## config.mk

```make
export PLATFORM = sky130hd
export DESIGN_NAME = irc_command_line_validator_top
export DESIGN_NICKNAME = d
export VERILOG_FILES = /design/src/hw/rtl/cmdval_pkg.sv /design/src/hw/rtl/irc_command_line_validator_top.sv
export SDC_FILE = /design/constraint.sdc
export NUM_CORES = 1
export LEC_CHECK = 0
export BUFFER_PORTS_ARGS = -buffer_cell sky130_fd_sc_hd__clkbuf_2
export CAP_MARGIN = 0
export CORE_AREA = 2 2 122 124
export DETAILED_ROUTE_END_ITERATION = 7
export DIE_AREA = 0 0 124 126
export GPL_TIMING_DRIVEN = 0
export PLACE_DENSITY = 0.56
export SYNTH_ARGS = -nofsm -noshare
export SYNTH_HDL_FRONTEND = slang
export SYNTH_SLANG_ARGS = --single-unit
```

## constraint.sdc

```tcl
create_clock -name clk -period 4 [get_ports clk]
set_input_delay 1.2 -clock clk [delete_from_list [all_inputs] [get_ports clk]]
set_output_delay 1.2 -clock clk [all_outputs]
set_load 0.02 [all_outputs]
```

## src/hw/rtl/cmdval_pkg.sv

```systemverilog
// ----------------------------------------------------------------------------
// Command line validator package
// Shared types, keyword table, character codes, status codes and the
// per-byte character-class helpers used by the validator.
// ----------------------------------------------------------------------------
package cmdval_pkg;

  // Sizing constants.
  localparam int MAX_PARAM_COUNT = 15;
  localparam int NICK_MAX_LEN    = 9;
  localparam int LEN_CAP         = NICK_MAX_LEN + 1;
  localparam int NUM_KW          = 12;
  localparam int KW_MAX_CHARS    = 8;
  localparam int PC_W            = $clog2(MAX_PARAM_COUNT + 1);
  localparam int TL_W            = $clog2(LEN_CAP + 1);
  localparam int CL_W            = 4;
  localparam int KEPT_PARAMS     = 3;

  // Parameter flag bit positions.
  localparam int F_NICK  = 0;
  localparam int F_CHAN  = 1;
  localparam int F_DIGIT = 2;
  localparam int F_STAR  = 3;
  localparam int F_SIGN  = 4;
  localparam int F_FULL  = 5;

  typedef logic [5:0]        pflags_t;
  typedef logic [NUM_KW-1:0] kw_mask_t;

  localparam pflags_t FLAGS_ALL = '1;

  // Parser phases.
  localparam logic [1:0] PH_CMD   = 2'd0;
  localparam logic [1:0] PH_GAP   = 2'd1;
  localparam logic [1:0] PH_PARAM = 2'd2;
  localparam logic [1:0] PH_TRAIL = 2'd3;

  // Status codes.
  localparam logic [3:0] ST_OK        = 4'd0;
  localparam logic [3:0] ST_NO_CMD    = 4'd1;
  localparam logic [3:0] ST_UNKNOWN   = 4'd2;
  localparam logic [3:0] ST_NEED_PRM  = 4'd3;
  localparam logic [3:0] ST_BAD_NICK  = 4'd4;
  localparam logic [3:0] ST_BAD_FLAG  = 4'd5;
  localparam logic [3:0] ST_NO_RCPT   = 4'd6;
  localparam logic [3:0] ST_NO_TEXT   = 4'd7;
  localparam logic [3:0] ST_NO_TARGET = 4'd8;

  // Command indices.
  localparam logic [3:0] CMD_PASS    = 4'd0;
  localparam logic [3:0] CMD_NICK    = 4'd1;
  localparam logic [3:0] CMD_USER    = 4'd2;
  localparam logic [3:0] CMD_JOIN    = 4'd3;
  localparam logic [3:0] CMD_PART    = 4'd4;
  localparam logic [3:0] CMD_PRIVMSG = 4'd5;
  localparam logic [3:0] CMD_NOTICE  = 4'd6;
  localparam logic [3:0] CMD_QUIT    = 4'd7;
  localparam logic [3:0] CMD_MODE    = 4'd8;
  localparam logic [3:0] CMD_TOPIC   = 4'd9;
  localparam logic [3:0] CMD_INVITE  = 4'd10;
  localparam logic [3:0] CMD_KICK    = 4'd11;
  localparam logic [3:0] CMD_NONE    = 4'd12;

  // Character codes.
  localparam logic [7:0] CH_SPACE = 8'h20;
  localparam logic [7:0] CH_COLON = 8'h3A;
  localparam logic [7:0] CH_AMP   = 8'h26;
  localparam logic [7:0] CH_HASH  = 8'h23;
  localparam logic [7:0] CH_STAR  = 8'h2A;
  localparam logic [7:0] CH_PLUS  = 8'h2B;
  localparam logic [7:0] CH_MINUS = 8'h2D;
  localparam logic [7:0] CH_UNDER = 8'h5F;
  localparam logic [7:0] CH_AT    = 8'h40;
  localparam logic [7:0] CH_CR    = 8'h0D;
  localparam logic [7:0] CH_LF    = 8'h0A;
  localparam logic [7:0] CH_NUL   = 8'h00;

  // Keyword text, right-justified: the first character sits in the highest
  // used byte.
  localparam logic [8*KW_MAX_CHARS-1:0] KW_TEXT [NUM_KW] = '{
    "PASS", "NICK", "USER", "JOIN", "PART", "PRIVMSG",
    "NOTICE", "QUIT", "MODE", "TOPIC", "INVITE", "KICK"
  };
  localparam logic [CL_W-1:0] KW_LEN [NUM_KW] = '{
    4'd4, 4'd4, 4'd4, 4'd4, 4'd4, 4'd7, 4'd6, 4'd4, 4'd4, 4'd5, 4'd6, 4'd4
  };

  // True for A-Z, a-z, 0-9, '-' and '_'.
  function automatic logic name_char(input logic [7:0] c);
    return (c >= 8'd65 && c <= 8'd90) || (c >= 8'd97 && c <= 8'd122) ||
           (c >= 8'd48 && c <= 8'd57) || c == CH_MINUS || c == CH_UNDER;
  endfunction

  // Flag update for one byte added to a parameter.
  function automatic pflags_t take_byte(input logic first, input pflags_t f_in,
                                        input logic [7:0] c);
    pflags_t f;
    f = f_in;
    if (first) begin
      if (c == CH_AMP || c == CH_HASH) f[F_NICK] = 1'b0;
      else f[F_CHAN] = 1'b0;
      if (c < 8'd48 || c > 8'd57) f[F_DIGIT] = 1'b0;
      if (c != CH_STAR) f[F_STAR] = 1'b0;
      if (c != CH_PLUS && c != CH_MINUS) f[F_SIGN] = 1'b0;
    end else begin
      if (!name_char(c)) f[F_CHAN] = 1'b0;
      f[F_DIGIT] = 1'b0;
    end
    if (c == CH_SPACE || c == CH_AT || c == CH_CR || c == CH_LF || c == CH_NUL) begin
      f[F_NICK] = 1'b0;
    end
    return f;
  endfunction

  // Final length checks when a parameter ends.
  function automatic pflags_t close_flags(input logic [TL_W-1:0] len,
                                          input pflags_t f_in);
    pflags_t f;
    f = f_in;
    if (len == '0) f = '0;
    if (len > TL_W'(NICK_MAX_LEN)) f[F_NICK] = 1'b0;
    if (len < TL_W'(2)) f[F_CHAN] = 1'b0;
    if (len != TL_W'(1)) f[F_DIGIT] = 1'b0;
    return f;
  endfunction

endpackage

```

## src/hw/rtl/irc_command_line_validator_top.sv

```systemverilog
// ----------------------------------------------------------------------------
// Command line validator, top level
// A line's status passes the input register, then the result register.
// Throughput: one byte per cycle; a last byte waits for a free result slot.
// Reset: rst_n clears the parser state and both valid flags; the parser also
// returns to its reset state after every last byte.
// ----------------------------------------------------------------------------
// Parses a command line byte by byte, matches the command word against the
// keyword table, classifies parameters 0 to 2, and reports one status per line.
// ----------------------------------------------------------------------------
module irc_command_line_validator_top
  import cmdval_pkg::*;
(
  input  logic       clk,
  input  logic       rst_n,
  input  logic       in_valid,
  output logic       in_ready,
  input  logic [7:0] in_line_byte,
  input  logic       in_line_end,
  output logic       out_valid,
  input  logic       out_ready,
  output logic [3:0] out_status,
  output logic [3:0] out_command_index,
  output logic [3:0] out_param_count
);

  // Input register.
  logic       in_vld_r;
  logic [7:0] in_byte_r;
  logic       in_end_r;

  // Parser state.
  logic [1:0]      phase_r, phase_nxt;
  kw_mask_t        kw_mask_r, kw_mask_nxt;
  logic [CL_W-1:0] cmd_len_r, cmd_len_nxt;
  logic [PC_W-1:0] params_r, params_nxt;
  logic [TL_W-1:0] tok_len_r, tok_len_nxt;
  pflags_t         tok_flags_r, tok_flags_nxt;
  pflags_t         kept_r [KEPT_PARAMS];
  pflags_t         kept_nxt [KEPT_PARAMS];

  // Result register.
  logic       out_vld_r;
  logic [3:0] status_r, status_nxt;
  logic [3:0] cmd_idx_r, cmd_idx_nxt;
  logic [3:0] pcount_r, pcount_nxt;

  logic out_free;
  logic s1_go;

  // Handshake: a last byte moves on only when the result slot is free.
  assign out_free = !out_vld_r || out_ready;
  assign s1_go    = in_vld_r && (!in_end_r || out_free);
  assign in_ready = !in_vld_r || s1_go;

  assign out_valid         = out_vld_r;
  assign out_status        = status_r;
  assign out_command_index = cmd_idx_r;
  assign out_param_count   = pcount_r;

  // Per-byte state update and end-of-line judgement.
  always_comb begin
    logic [1:0]      ph;
    logic [TL_W-1:0] tl;
    pflags_t         tf;
    logic [CL_W-1:0] cl;
    kw_mask_t        km;
    logic            do_take;
    logic            do_close;
    pflags_t         cf;
    logic [PC_W-1:0] pc;
    logic [3:0]      cmd;
    logic [2:0]      cidx;
    logic [7:0]      c;

    c       = in_byte_r;
    ph      = phase_r;
    tl      = tok_len_r;
    tf      = tok_flags_r;
    cl      = cmd_len_r;
    km      = kw_mask_r;
    pc      = params_r;
    do_take = 1'b0;
    do_close = 1'b0;
    cf      = '0;
    cidx    = '0;
    for (int i = 0; i < KEPT_PARAMS; i++) kept_nxt[i] = kept_r[i];

    unique case (phase_r)
      PH_CMD: begin
        if (c == CH_SPACE) begin
          ph = PH_GAP;
        end else begin
          // Drop every keyword whose character at this place differs.
          for (int k = 0; k < NUM_KW; k++) begin
            cidx = KW_LEN[k][2:0] - 3'd1 - cmd_len_r[2:0];
            if (cmd_len_r >= KW_LEN[k] || KW_TEXT[k][cidx*8 +: 8] != c) begin
              km[k] = 1'b0;
            end
          end
          if (cmd_len_r != '1) cl = cmd_len_r + CL_W'(1);
        end
      end
      PH_GAP: begin
        if (c != CH_SPACE && cmd_len_r != '0) begin
          tl = '0;
          tf = FLAGS_ALL;
          if (c == CH_COLON) begin
            ph = PH_TRAIL;
          end else begin
            ph      = PH_PARAM;
            do_take = 1'b1;
          end
        end
      end
      PH_PARAM: begin
        if (c == CH_SPACE) begin
          do_close = 1'b1;
          ph       = PH_GAP;
        end else begin
          do_take = 1'b1;
        end
      end
      PH_TRAIL: do_take = 1'b1;
      default: ;
    endcase

    // Add the byte to the current parameter.
    if (do_take) begin
      tf = take_byte(tl == '0, tf, c);
      if (tl < TL_W'(LEN_CAP)) tl = tl + TL_W'(1);
    end

    // The last byte also ends an open parameter.
    if (in_end_r && (ph == PH_PARAM || ph == PH_TRAIL)) do_close = 1'b1;

    // Close the parameter: keep flags of the first three, count it.
    if (do_close) begin
      cf = close_flags(tl, tf);
      for (int i = 0; i < KEPT_PARAMS; i++) begin
        if (pc == PC_W'(i)) kept_nxt[i] = cf;
      end
      if (pc < PC_W'(MAX_PARAM_COUNT)) pc = pc + PC_W'(1);
      tl = '0;
      tf = FLAGS_ALL;
    end

    // Pick the lowest keyword still matching at the full word length.
    cmd = CMD_NONE;
    for (int k = NUM_KW - 1; k >= 0; k--) begin
      if (km[k] && KW_LEN[k] == cl) cmd = 4'(k);
    end

    // Per-command checks in order.
    unique case (cmd) inside
      CMD_PASS, CMD_JOIN, CMD_PART: begin
        status_nxt = (pc < PC_W'(1)) ? ST_NEED_PRM : ST_OK;
      end
      CMD_NICK: begin
        if (pc < PC_W'(1)) status_nxt = ST_NEED_PRM;
        else status_nxt = kept_nxt[0][F_NICK] ? ST_OK : ST_BAD_NICK;
      end
      CMD_USER: begin
        if (pc < PC_W'(4)) status_nxt = ST_NEED_PRM;
        else if (!kept_nxt[0][F_NICK]) status_nxt = ST_BAD_NICK;
        else if (!kept_nxt[1][F_DIGIT]) status_nxt = ST_BAD_FLAG;
        else status_nxt = kept_nxt[2][F_STAR] ? ST_OK : ST_BAD_FLAG;
      end
      CMD_PRIVMSG: begin
        if (pc < PC_W'(1)) status_nxt = ST_NO_RCPT;
        else status_nxt = (pc == PC_W'(1)) ? ST_NO_TEXT : ST_OK;
      end
      CMD_NOTICE: begin
        if (pc < PC_W'(1)) status_nxt = ST_NO_RCPT;
        else if (pc == PC_W'(1) || !kept_nxt[1][F_FULL]) status_nxt = ST_NO_TEXT;
        else status_nxt = ST_OK;
      end
      CMD_QUIT: begin
        status_nxt = (pc != '0 && !kept_nxt[0][F_FULL]) ? ST_NO_TEXT : ST_OK;
      end
      CMD_MODE: begin
        if (pc < PC_W'(1)) status_nxt = ST_NEED_PRM;
        else if (pc > PC_W'(1) && !kept_nxt[1][F_SIGN]) status_nxt = ST_BAD_FLAG;
        else status_nxt = kept_nxt[0][F_CHAN] ? ST_OK : ST_NO_TARGET;
      end
      CMD_TOPIC: begin
        if (pc < PC_W'(1)) status_nxt = ST_NEED_PRM;
        else status_nxt = kept_nxt[0][F_CHAN] ? ST_OK : ST_NO_TARGET;
      end
      CMD_INVITE: begin
        if (pc < PC_W'(2)) status_nxt = ST_NEED_PRM;
        else if (!kept_nxt[0][F_NICK]) status_nxt = ST_NO_TARGET;
        else status_nxt = kept_nxt[1][F_CHAN] ? ST_OK : ST_NO_TARGET;
      end
      CMD_KICK: begin
        if (pc < PC_W'(2)) status_nxt = ST_NEED_PRM;
        else if (!kept_nxt[0][F_CHAN]) status_nxt = ST_NO_TARGET;
        else status_nxt = kept_nxt[1][F_NICK] ? ST_OK : ST_NO_TARGET;
      end
      default: status_nxt = ST_UNKNOWN;
    endcase

    cmd_idx_nxt = cmd;
    pcount_nxt  = (pc > PC_W'(15)) ? 4'd15 : 4'(pc);
    if (cl == '0) begin
      status_nxt  = ST_NO_CMD;
      cmd_idx_nxt = CMD_NONE;
      pcount_nxt  = 4'd0;
    end

    // After the last byte every field goes back to its reset value.
    if (in_end_r) begin
      phase_nxt     = PH_CMD;
      kw_mask_nxt   = '1;
      cmd_len_nxt   = '0;
      params_nxt    = '0;
      tok_len_nxt   = '0;
      tok_flags_nxt = FLAGS_ALL;
      for (int i = 0; i < KEPT_PARAMS; i++) kept_nxt[i] = '0;
    end else begin
      phase_nxt     = ph;
      kw_mask_nxt   = km;
      cmd_len_nxt   = cl;
      params_nxt    = pc;
      tok_len_nxt   = tl;
      tok_flags_nxt = tf;
    end
  end

  // Input register: capture a byte on each input transfer.
  always_ff @(posedge clk) begin
    if (!rst_n) begin
      in_vld_r <= 1'b0;
    end else if (in_ready) begin
      in_vld_r <= in_valid;
    end
    if (in_ready && in_valid) begin
      in_byte_r <= in_line_byte;
      in_end_r  <= in_line_end;
    end
  end

  // Parser state registers.
  always_ff @(posedge clk) begin
    if (!rst_n) begin
      phase_r     <= PH_CMD;
      kw_mask_r   <= '1;
      cmd_len_r   <= '0;
      params_r    <= '0;
      tok_len_r   <= '0;
      tok_flags_r <= FLAGS_ALL;
      for (int i = 0; i < KEPT_PARAMS; i++) kept_r[i] <= '0;
    end else if (s1_go) begin
      phase_r     <= phase_nxt;
      kw_mask_r   <= kw_mask_nxt;
      cmd_len_r   <= cmd_len_nxt;
      params_r    <= params_nxt;
      tok_len_r   <= tok_len_nxt;
      tok_flags_r <= tok_flags_nxt;
      for (int i = 0; i < KEPT_PARAMS; i++) kept_r[i] <= kept_nxt[i];
    end
  end

  // Result register: loaded by a last byte, emptied by an output transfer.
  always_ff @(posedge clk) begin
    if (!rst_n) begin
      out_vld_r <= 1'b0;
    end else if (s1_go && in_end_r) begin
      out_vld_r <= 1'b1;
    end else if (out_ready) begin
      out_vld_r <= 1'b0;
    end
    if (s1_go && in_end_r) begin
      status_r  <= status_nxt;
      cmd_idx_r <= cmd_idx_nxt;
      pcount_r  <= pcount_nxt;
    end
  end

endmodule

```

# ---- After elaboration in Yosys (flattened, before gate mapping)
# Memory sizes are Yosys's and may differ from the RTL's.
# Cells that the tools add are included.
dict set report word_totals {
  reg_bits 55
  ramBits 18
  n_memories 1
}
# memory depth word_bits rd rd_clocked_by_memory_dff wr line
set memory_table {}
lappend memory_table {kept_r 3 6 3 0 3 irc_command_line_validator_top.sv:39} ;# pflags_t kept_r [KEPT_PARAMS];
dict set report op_classes {
  n_addsub 7
  n_lt_le_gt_ge 21
  n_eq_ne 50
  n_shift 12
  n_mux 109
  bitwise 3
  reduce_logical 68
}
# cell n
set ops {}
lappend ops {{64-bit by 7-bit indexed part select with 8-bit output (first input constant)} 12}
lappend ops {{4-bit two-way mux} 35}
lappend ops {{8-bit != test} 12}
lappend ops {{6-bit two-way mux} 11}
lappend ops {{8-bit by 6-bit equality test with 1-bit output (second input constant)} 5}
lappend ops {{4-bit one-hot mux with 10 select lines} 1}
lappend ops {{1-bit two-way mux} 36}
lappend ops {{12-bit two-way mux} 3}
lappend ops {{18-bit two-way mux} 2}
lappend ops {{3-bit two-way mux} 12}
lappend ops {{8-bit by 6-bit != test with 1-bit output (second input constant)} 4}
lappend ops {{1-bit logical OR} 27}
lappend ops {{1-bit logical AND} 23}
lappend ops {{4-bit zero test} 5}
lappend ops {{3-bit by 4-bit equality test with 1-bit output (first input constant)} 4}
lappend ops {{4-bit by 3-bit equality test with 1-bit output (second input constant)} 4}
lappend ops {{4-bit equality test (second input constant)} 4}
lappend ops {{8-bit by 4-bit equality test with 1-bit output (second input constant)} 2}
lappend ops {{8-bit by 7-bit equality test with 1-bit output (second input constant)} 2}
lappend ops {{4-bit by 3-bit greater-or-equal comparator with 1-bit output (second input constant)} 4}
lappend ops {{8-bit by 7-bit greater-or-equal comparator with 1-bit output (second input constant)} 2}
lappend ops {{8-bit by 7-bit <= comparator with 1-bit output (second input constant)} 2}
lappend ops {{4-bit by 1-bit adder with 4-bit output (second input constant)} 3}
lappend ops {{4-bit by 1-bit equality test with 1-bit output (second input constant)} 3}
lappend ops {{other kinds (29)} 52}

# ---- Longest topological paths before layout
# Gate-level depths: netlist of the first run.
dict set report depth {
  ltp_word 23
  ltp_mapped 17
}

# ---- Worst setup path after synthesis of the first run
# OpenSTA, ideal clock, no wires.
dict set report synth_timing {
  path_kind {register -> register}
  from {register in_byte_r[3]}
  to {register status_r[0], in the netlist out_status[0] (data pin)}
  setup_time_ps 269
  t_arrival_ps 3555
  path_slack_ps 175
  path_stages_with_launch 18
  n_path_buf 3
  period_less_slack_ps 3825
  cell_sequence {edfxtp_1 > buf_6 > or4_4 > buf_6 > o2111ai_2 > buf_4 > nand2_1 > inv_1 > ha_1 > o311ai_0 > and2_1 > o21ai_2 > nand2_1 > or4_4 > a22o_1 > nor3b_1 > o21ai_1 > nand4_1}
}
dict set report synth_via {
  elab_chain_cells 21
  elab_cells_between_ends 198
  cone_classes {add/sub (1); order compare (15); eq/ne (44); mux (84); reduce/logical (54)}
}
# item line
set synth_lines {}
lappend synth_lines {{start: declaration} irc_command_line_validator_top.sv:29} ;# logic [7:0] in_byte_r;
lappend synth_lines {{start signal: assignment} irc_command_line_validator_top.sv:238} ;# in_byte_r <= in_line_byte;
lappend synth_lines {{8-bit != test} irc_command_line_validator_top.sv:97} ;# if (cmd_len_r >= KW_LEN[k] || KW_TEXT[k][cidx*8 +: 8] != c) begin
lappend synth_lines {{1-bit logical OR} irc_command_line_validator_top.sv:97}
lappend synth_lines {{1-bit two-way mux} irc_command_line_validator_top.sv:97}
lappend synth_lines {{12-bit two-way mux} irc_command_line_validator_top.sv:91} ;# if (c == CH_SPACE) begin
lappend synth_lines {{12-bit two-way mux} irc_command_line_validator_top.sv:89} ;# unique case (phase_r)
lappend synth_lines {{1-bit logical AND} irc_command_line_validator_top.sv:151} ;# if (km[k] && KW_LEN[k] == cl) cmd = 4'(k);
lappend synth_lines {{3-bit two-way mux} irc_command_line_validator_top.sv:151}
lappend synth_lines {{4-bit two-way mux (11 in a row)} irc_command_line_validator_top.sv:151}
lappend synth_lines {{4-bit by 2-bit equality test with 1-bit output (no source line), or another cell as far along} --}
lappend synth_lines {{3-bit OR reduction} irc_command_line_validator_top.sv:155} ;# unique case (cmd) inside
lappend synth_lines {{4-bit one-hot mux with 10 select lines} irc_command_line_validator_top.sv:155}
lappend synth_lines {{end signal: assignment} irc_command_line_validator_top.sv:274} ;# status_r <= status_nxt;
lappend synth_lines {{end: declaration} irc_command_line_validator_top.sv:44} ;# logic [3:0] status_r, status_nxt;
# Several ways; a longest one is shown, not always the timed one.
# A chain may end at the register's enable or synchronous reset.

# ---- Final worst setup path of the first run
# Ends and elaborated chain as after synthesis.

==> flow_summary.ini, run 1 <==
[setup_path]
worst-setup-path-type = flop to flop
critPathLaunchType = flop
cp-endpoint = out_status[0]
worstPathCellList = buf_6, or4_4, buf_12, o2111ai_4, buf_6, nand2_2, inv_2, ha_4, inv_2, o32ai_4, a211oi_2, and3_4, or3_4, a22o_4, nor3b_1, o21ai_1, nand4_1
reg2reg_to = out_status[0]
worstSetupEndpointType = flop
critPathMaxFanout = 8
slowest_delay_ns = 0.51
regToRegSetupSlack_ns = 0.09
r2r_cells = 17
worstPathRequired_ns = 4.06
crit_path_start = in_byte_r[3]
cp_data_arrival_time_ns = 3.97
crit_path_top_delay_cell = or4_4
r2r-start = in_byte_r[3]

[layout]
area_growth_pct = 21.1
antennaDiodeCount = 0
layout.nets = 713
layout-drive-gt1-share = 0.215
fin_util = 0.438
multi_input_area_mm2 = 0.00350
fillers = 1436
stdcell_area_mm2 = 0.00626
regArea_mm2 = 0.00159

[timing]
max_freq_ghz = 0.256
finalSetupViolations = 0
holdWs_ns = 0.459
clock_skew_ns = 0.00671
hold_viol = 0
period_share = 0.977
fin_crit_ns = 3.91
worst_pin_slew_ns = 1.19
maxSlewHeadroom = 0.205
maxSlewViolCount = 0

[power]
ir_worst_vdd_v = 0.000221
powerDensity_mw_per_mm2 = 274
power_leakage_nw = 2.29

[synthesis]
synth_area_leaders = edfxtp_1, dfxtp_1, ha_1, nand2_1, nor2_1
synth_edf_count = 30
post-synth-top-count-cell = nand2_1
synthMuxAreaShare = 0.0242
synth-seq-cells = 64
synth_top_cell_area_share = 0.174
synth-xor-area-share = 0.0525
synth_cell_types = 89
ys_seq_area_frac = 0.306
syn_nets = 655
synthArstFlopShare = 0
synth_compound_area_frac = 0.267
syn_area_per_cell_um2 = 8.34
syn_inst = 620
yosys.area.top_type = edfxtp_1
synth_simple_gate_area_frac = 0.237
synthFlopType = dfxtp_1
synth_top_family_by_area = compound AO/OA/AOI/OAI gates
synth_commonest_cells = nand2_1, nor2_1, dfxtp_1, o21ai_0, a21oi_1
syn_area_mm2 = 0.00517
yosysWarnings = 0
synth-adder-area-share = 0.0532

[grt]
grt_remaining_overflow = 0
grt_max_degree = 19
grt_pass1_wl_um = 25800
grt_usage = 0.210
grt_pass1_vias = 4805
antenna_found_initial = 0

[routing]
ant_nets = 0
vias_per_cell = 5.95
first_pass_iters = 5
avgRoutedWirePerCell_um = 19.0
routed_wirelength_um = 16500
drtIter0Drc = 443
drc_errors = 0
vias = 5158

[cts]
cts_buffer_depth = 2
cts_htree_levels = 3
insertion_delay_ns = 0.33
numCtsBuffers = 9
clock-root-buffer = clkbuf_16
clock_sinks = 64
cts_tree = yes
clkTransAtPathRegs_ns = 0.06

[floorplan]
num_rows = 44
die_h_um = 126
start_util = 0.361
die_w_um = 124
ioPinCount = 27
dieArea_mm2 = 0.0156
placeableCoreArea_mm2 = 0.0143

[worst_hold_path]
hp-class = flop to flop

[placement]
gp_congestion = 0.903
place_area_mm2 = 0.00553
dpl.hpwl_um = 11800
portBuffers = 26

[run]
maxCapViolations = 0

[status]
status = complete, no violations
==> worst max-delay path: cells and delay by family (launching register included) <==
family,cells,cell delay [ns]
flip-flops,1,0.39
AND/OR/NAND/NOR,6,1.47
adder cells (fa/ha/maj),1,0.17
buffers and inverters,5,0.59
AO/OA/AOI/OAI,5,1.01
==> registers in the layout, indices dropped and copies added, names as in the netlist <==
register / count
kw_mask_r: 12
kept_r: 9
in_byte_r: 8
tok_flags_r: 6
cmd_len_r: 4
out_command_index: 4
out_param_count: 4
out_status: 4
params_r: 4
tok_len_r: 4
phase_r: 2
in_end_r: 1
in_vld_r: 1
out_valid: 1
==> worst min-delay path by stage <==
stage / cells past startpoint / to / slack, ns / from
floorplan: 1 / tok_flags_r[5] / 0.42 / tok_flags_r[5]
global placement: 1 / tok_flags_r[5] / 0.43 / tok_flags_r[5]
detailed placement: 1 / tok_flags_r[5] / 0.44 / tok_flags_r[5]
CTS: 1 / tok_flags_r[5] / 0.46 / tok_flags_r[5]
global route: 1 / tok_flags_r[5] / 0.48 / tok_flags_r[5]
finish: 1 / tok_flags_r[5] / 0.46 / tok_flags_r[5]
==> cells by family (layout without fill, tap and decap cells) <==
kind of cell / after synthesis / after routing
adder cells (fa/ha/maj): 22 / 22
flip-flops: 64 / 64
XOR/XNOR: 31 / 31
AND/OR/NAND/NOR: 229 / 229
AO/OA/AOI/OAI: 192 / 192
multiplexers: 12 / 12
buffers and inverters: 70 / 133
==> timing repair <==
action | CTS | global route
hold buffers | 0 | 0
endpoints found under the setup margin | 9 | 4
resized for setup | 21 | 48
setup buffers | 4 | 21
pin swaps | 2 | 19
==> layer usage <==
metal | track usage | up-vias | part of all wire
met4 | 0.0568 | 0 | 0.017
met3 | 0.0399 | 23 | 0.062
met2 | 0.326 | 220 | 0.46
li1 | - | 2437 | -
met5 | 0 | - | 0
met1 | 0.296 | 2478 | 0.46
==> metrics by stage <==
stage                     instances  setup TNS (ns)  setup slack (ns)  total power, W
after floorplan                 620               0             0.175        0.000870
after detailed placement        830           -2.68            -0.618        0.000930
after global routing            867         -0.0813           -0.0432         0.00178
after CTS                       849         -0.0126           -0.0126         0.00171
after global placement          830           -3.06            -0.648        0.000927
final                           867               0            0.0933         0.00172
==> where the power goes <==
part	switching, W	internal, W	total (W)
clock network	0.000298	0.000479	0.000777
registers	0.0000158	0.000708	0.000724
logic	0.000132	0.0000840	0.000216
==> placed cells by master (no fill, tap or decap), types with 6 or more instances in the layout <==
| cell type | netlist | final |
|---|---|---|
| buf_4 | 3 | 27 |
| nand3_1 | 22 | 22 |
| o21ai_0 | 34 | 32 |
| nand2_1 | 49 | 48 |
| a31oi_1 | 15 | 14 |
| a21oi_1 | 33 | 33 |
| clkbuf_16 | 0 | 9 |
| nor2b_1 | 14 | 14 |
| nor2_1 | 48 | 48 |
| xnor2_1 | 16 | 16 |
| buf_2 | 11 | 9 |
| clkbuf_2 | 0 | 28 |
| nand2b_1 | 7 | 7 |
| xor2_1 | 15 | 15 |
| nand3b_1 | 6 | 6 |
| and2_1 | 12 | 11 |
| edfxtp_1 | 30 | 30 |
| ha_1 | 22 | 17 |
| clkbuf_1 | 19 | 14 |
| dfxtp_1 | 34 | 31 |
| o21a_1 | 9 | 9 |
| o22ai_1 | 6 | 6 |
| inv_1 | 29 | 24 |
| nor3_1 | 21 | 16 |
| mux2i_1 | 8 | 6 |
| o211ai_1 | 8 | 8 |
| o21ai_1 | 4 | 6 |
| nand4_1 | 6 | 6 |
| a211o_1 | 6 | 6 |
==> area by class of cell <==
type	count	share of cell area
timing repair buffer	51	0.0507
buffer	36	0.0354
sequential	64	0.253
tap	184	0.0368
clock buffer	10	0.0366
clock inverter	6	0.00959
inverter	30	0.0194
multi-input combinational	486	0.558
Power figures use the tool's default switching activity.
==> inputs of run 2 (changes only) <==
Settings changed: RECOVER_POWER from default to 50.
==> run 2 against run 1 <==
Net effect: hold slack worse by 0.0022 ns; setup slack worse by 0.013 ns; largest cell class unchanged; clock skew about the same; maximum frequency down 0.33%; sequential share of layout area up 0.071 points; clock power about the same; combinational power about the same; largest power group unchanged; flip-flop and latch count unchanged; cell count unchanged; final area down 0.28%.
==> flow_summary.ini, run 2 (synthesized netlist as in run 1, its figures left out) <==
[status]
status = complete, no violations

[layout]
multi_input_area_mm2 = 0.00350
layout-drive-gt1-share = 0.195
antennaDiodeCount = 0
layout_common_cells = nand2_1, nor2_1, a21oi_1, o21ai_0, dfxtp_1
regArea_mm2 = 0.00159
reg_top3 = kw_mask_r (12), kept_r (9), in_byte_r (8)
fillers = 1442
largest_register_ffs = 12
top_register = kw_mask_r
area_growth_pct = 20.8
stdcell_area_mm2 = 0.00625
layout.nets = 713
final_cells = 867

[placement]
portBuffers = 26
dpl.hpwl_um = 11800
gp_congestion = 0.903
placedCellCount = 830
post-place-ws_ns = -0.618
place_area_mm2 = 0.00553

[cts]
numCtsBuffers = 9
cts_tree = yes
clock_sinks = 64
cts_htree_levels = 3
hold_buffers = 0
clock-root-buffer = clkbuf_16
insertion_delay_ns = 0.33
clkTransAtPathRegs_ns = 0.06
cts_buffer_depth = 2

[run]
maxCapViolations = 0

[setup_path]
crit_path_top_delay_cell = or4_4
worstPathCellList = buf_6, or4_4, buf_12, o2111ai_4, buf_6, nand2_2, inv_2, ha_4, inv_2, o32ai_4, a211oi_2, and3_4, or3_4, a22o_4, nor3b_1, o21ai_1, nand4_1
critPathMaxFanout = 8
critPathLaunchType = flop
worstSetupEndpointType = flop
worstPathRequired_ns = 4.06
slowest_delay_ns = 0.52
cp_data_arrival_time_ns = 3.98
worst-setup-path-type = flop to flop

[grt]
grt_usage = 0.210
grt_pass1_vias = 4805
grt_pass1_wl_um = 25800
antenna_found_initial = 0
grt_max_degree = 19
grt_remaining_overflow = 0

[floorplan]
die_w_um = 124
placeableCoreArea_mm2 = 0.0143
ioPinCount = 27
start_util = 0.361
dieArea_mm2 = 0.0156
num_rows = 44
die_h_um = 126

[timing]
finalSetupViolations = 0
maxSlewHeadroom = 0.204
max_freq_ghz = 0.255
maxSlewViolCount = 0
hold_viol = 0
period_share = 0.980
clock_skew_ns = 0.00653
holdWs_ns = 0.457
worst_pin_slew_ns = 1.19
fin_ws_ns = 0.0802
fin_crit_ns = 3.92

[routing]
ant_nets = 0
routed_wirelength_um = 16500
vias = 5177
vias_per_cell = 5.97
avgRoutedWirePerCell_um = 19.0
drc_errors = 0
first_pass_iters = 5
drtIter0Drc = 440

[power]
power_leakage_nw = 2.25
p_total_w = 0.00171
powerDensity_mw_per_mm2 = 274
ir_worst_vdd_v = 0.000221

[worst_hold_path]
hp-class = flop to flop
## run 2: cell counts in the layout (fill, tap and decap cells not counted)
No cell type changed its count.
## run 2: cell type report
| cell class | instances | share of cell area |
|---|---|---|
| inverters | 30 | 0.0194 |
| multi-input cells | 486 | 0.560 |
| clock inverters | 6 | 0.00962 |
| repair buffers | 51 | 0.0481 |
| well taps | 184 | 0.0369 |
| flip-flops and latches | 64 | 0.254 |
| plain buffers | 36 | 0.0355 |
| clock buffers | 10 | 0.0367 |
## run 2: report_power, final
part / leakage, nW / switching [W] / internal [W]
sequential: 0.570 / 0.0000158 / 0.000708
clock: 0.140 / 0.000296 / 0.000479
combinational: 1.54 / 0.000131 / 0.0000832
total: 2.25 / 0.000443 / 0.00127
## run 2: per-layer routing
| metal | part of all wire | up-vias | track usage |
|---|---|---|---|
| li1 | - | 2441 | - |
| met1 | 0.45 | 2495 | 0.296 |
| met2 | 0.47 | 215 | 0.326 |
| met3 | 0.063 | 26 | 0.0399 |
| met4 | 0.017 | 0 | 0.0568 |
| met5 | 0 | - | 0 |
## run 2: critical path, delay by kind of cell, from the launching register on
family | cells | cell delay [ns]
compound gates | 5 | 1.01
simple gates | 6 | 1.49
fa+ha+maj | 1 | 0.17
flops | 1 | 0.39
buf+inv | 5 | 0.59
## run 2: metrics by stage
step,util,TNS [ns]
floorplan,-,0
global placement,0.386,-3.06
detailed placement,0.386,-2.68
CTS,0.413,-0.0126
global route,0.436,-0.0813
finish,0.436,0
## run 2: final timing paths
| kind | from | end | slack [ns] | depth (start not counted) |
|---|---|---|---|---|
| max reg2reg | in_byte_r[3] | out_status[0] | 0.08 | 17 |
| min | tok_flags_r[5] | tok_flags_r[5] | 0.46 | 1 |
| max | in_byte_r[3] | out_status[0] | 0.08 | 17 |
| min reg2reg | tok_flags_r[5] | tok_flags_r[5] | 0.46 | 1 |
## run 2: timing repair
action	CTS	global route
buffers inserted	4	21
setup endpoints to repair	9	4
hold endpoints to repair	0	0
gates resized for setup	21	48
pin swaps	2	19
==> inputs of run 3 (changes only) <==
Settings changed: CORE_AREA 2 2 122 124 to 2 2 100 150, DIE_AREA 0 0 124 126 to 0 0 102 152.
==> run 3 against run 2 <==
Net effect: non-clock buffer count is 8 lower; setup slack worse by 0.057 ns; global-route usage is 0.064 points higher; sequential power hardly changed; combinational power is 2% lower; hold slack hardly changed; flip-flop and latch count stayed put; die area is 0.77% lower; power is 3.5% lower; register-to-register slack worse by 0.06 ns; final area is 1.6% lower; largest power group is now sequential cells.
==> flow_summary.ini, run 3 (synthesized netlist as in run 1, its figures left out) <==
[cts]
cts_htree_levels = 3
clock_sinks = 64
cts_buffer_depth = 2
hold_buffers = 0
clkTransAtPathRegs_ns = 0.06
cts_tree = yes
clock-root-buffer = clkbuf_16
insertion_delay_ns = 0.33
numCtsBuffers = 9

[setup_path]
regToRegSetupSlack_ns = 0.02
slowest_delay_ns = 0.55
reg2reg_to = out_status[1]
r2r-start = in_byte_r[0]
worstPathRequired_ns = 4.17
cp_data_arrival_time_ns = 4.15
crit_path_top_delay_cell = or4_4
critical_path.most_common_cell = buf_6
r2r_cells = 17
critPathMaxFanout = 6
worstSetupEndpointType = flop
worstPathCellList = buf_6, or4_4, buf_12, o2111ai_4, buf_6, nand2_1, inv_2, ha_4, o311ai_4, and2_4, o21ai_4, and3_4, nor3_1, a21oi_1, nand4b_1, o22a_1, a31oi_1
critPathLaunchType = flop
worst-setup-path-type = flop to flop

[routing]
ant_nets = 0
routed_wirelength_um = 16300
drc_errors = 0
vias = 5115
avgRoutedWirePerCell_um = 18.8
drtIter0Drc = 265
vias_per_cell = 5.87
first_pass_iters = 5

[placement]
portBuffers = 26
gp_congestion = 1.02
post-place-ws_ns = -0.631
dpl.hpwl_um = 12300
place_area_mm2 = 0.00555

[layout]
stdcell_area_mm2 = 0.00614
reg_top3 = kw_mask_r (12), kept_r (9), in_byte_r (8)
largest_register_ffs = 12
area_growth_pct = 18.8
multi_input_area_mm2 = 0.00347
layout_commonest_cell = nand2_1
fillers = 1509
layout-drive-gt1-share = 0.181
fin_util = 0.429
antennaDiodeCount = 0
layout.nets = 705
top_register = kw_mask_r
layout_common_cells = nand2_1, nor2_1, o21ai_0, a21oi_1, dfxtp_1
regArea_mm2 = 0.00159

[power]
ir_worst_vdd_v = 0.000159
power_leakage_nw = 2.20
powerDensity_mw_per_mm2 = 269

[worst_hold_path]
holdPathStages = 1
hp-start = kw_mask_r[0]
hp-class = flop to flop
min_to = kw_mask_r[0]

[timing]
fin_setup_tns_ns = 0
fin_ws_ns = 0.0235
clock_skew_ns = 0.00536
maxSlewHeadroom = 0.180
worst_pin_slew_ns = 1.22
max_freq_ghz = 0.251
finalSetupViolations = 0
maxSlewViolCount = 0
holdWs_ns = 0.456
period_share = 0.994
fin_crit_ns = 3.98
hold_viol = 0

[grt]
grt_pass1_wl_um = 25700
antenna_found_initial = 0
grt_remaining_overflow = 0
grt_max_degree = 19
grt_pass1_vias = 4985
grt_usage = 0.210

[status]
status = complete, no violations

[run]
maxCapViolations = 0

[floorplan]
start_util = 0.361
num_rows = 54
die_h_um = 152
ioPinCount = 27
dieArea_mm2 = 0.0155
placeableCoreArea_mm2 = 0.0143
die_w_um = 102
[run 3: through the flow]
| step | total power [W] | std cells |
|---|---|---|
| detailed placement | 0.000932 | 842 |
| floorplan | 0.000870 | 620 |
| finish | 0.00165 | 871 |
| CTS | 0.00165 | 861 |
| global placement | 0.000929 | 842 |
| global route | 0.00172 | 871 |
[run 3: worst max-delay path by stage]
stage | start | to | slack, ns | depth (start not counted)
floorplan | in_byte_r[3] | out_status[0] | 0.18 | 17
global placement | cmd_len_r[1] | out_status[0] | -0.60 | 17
detailed placement | cmd_len_r[1] | out_status[0] | -0.63 | 17
CTS | in_byte_r[3] | out_status[0] | -0.003 | 17
global route | cmd_len_r[2] | out_status[2] | -0.05 | 13
finish | in_byte_r[0] | out_status[1] | 0.02 | 17
[run 3: critical path, delay by kind of cell, from the launching register on]
kind | cells | cell delay (ns)
adder cells (fa/ha/maj) | 1 | 0.15
buffers and inverters | 4 | 0.52
AND/OR/NAND/NOR | 6 | 1.39
AO/OA/AOI/OAI | 6 | 1.39
flip-flops | 1 | 0.37
[run 3: power breakdown]
| part | internal, W | total, W | leakage [nW] | switching (W) |
|---|---|---|---|---|
| Sequential | 0.000708 | 0.000725 | 0.570 | 0.0000167 |
| Clock | 0.000419 | 0.000719 | 0.133 | 0.000300 |
| Combinational | 0.0000789 | 0.000210 | 1.50 | 0.000131 |
| Total | 0.00121 | 0.00165 | 2.20 | 0.000448 |
[run 3: layout make-up]
cell class,count,share of cell area
multi-input combinational,486,0.564
sequential,64,0.258
timing repair buffer,44,0.0405
tap,196,0.0399
clock buffer,9,0.0367
buffer,35,0.0328
inverter,30,0.0198
clock inverter,7,0.00774
[run 3: routing by layer]
metal	share of wire	GRT usage	vias up
met5	0	0	-
met3	0.037	0.0258	59
li1	-	-	2418
met4	0.071	0.141	0
met1	0.39	0.236	2446
met2	0.50	0.362	192
[run 3: timing repair]
| action | CTS | global route |
|---|---|---|
| hold endpoints to repair | 0 | 0 |
| setup buffers | 5 | 13 |
| gates resized for setup | 26 | 35 |
| pin swaps | 4 | 9 |
| setup endpoints to repair | 10 | 4 |
| cloned | 0 | 0 |
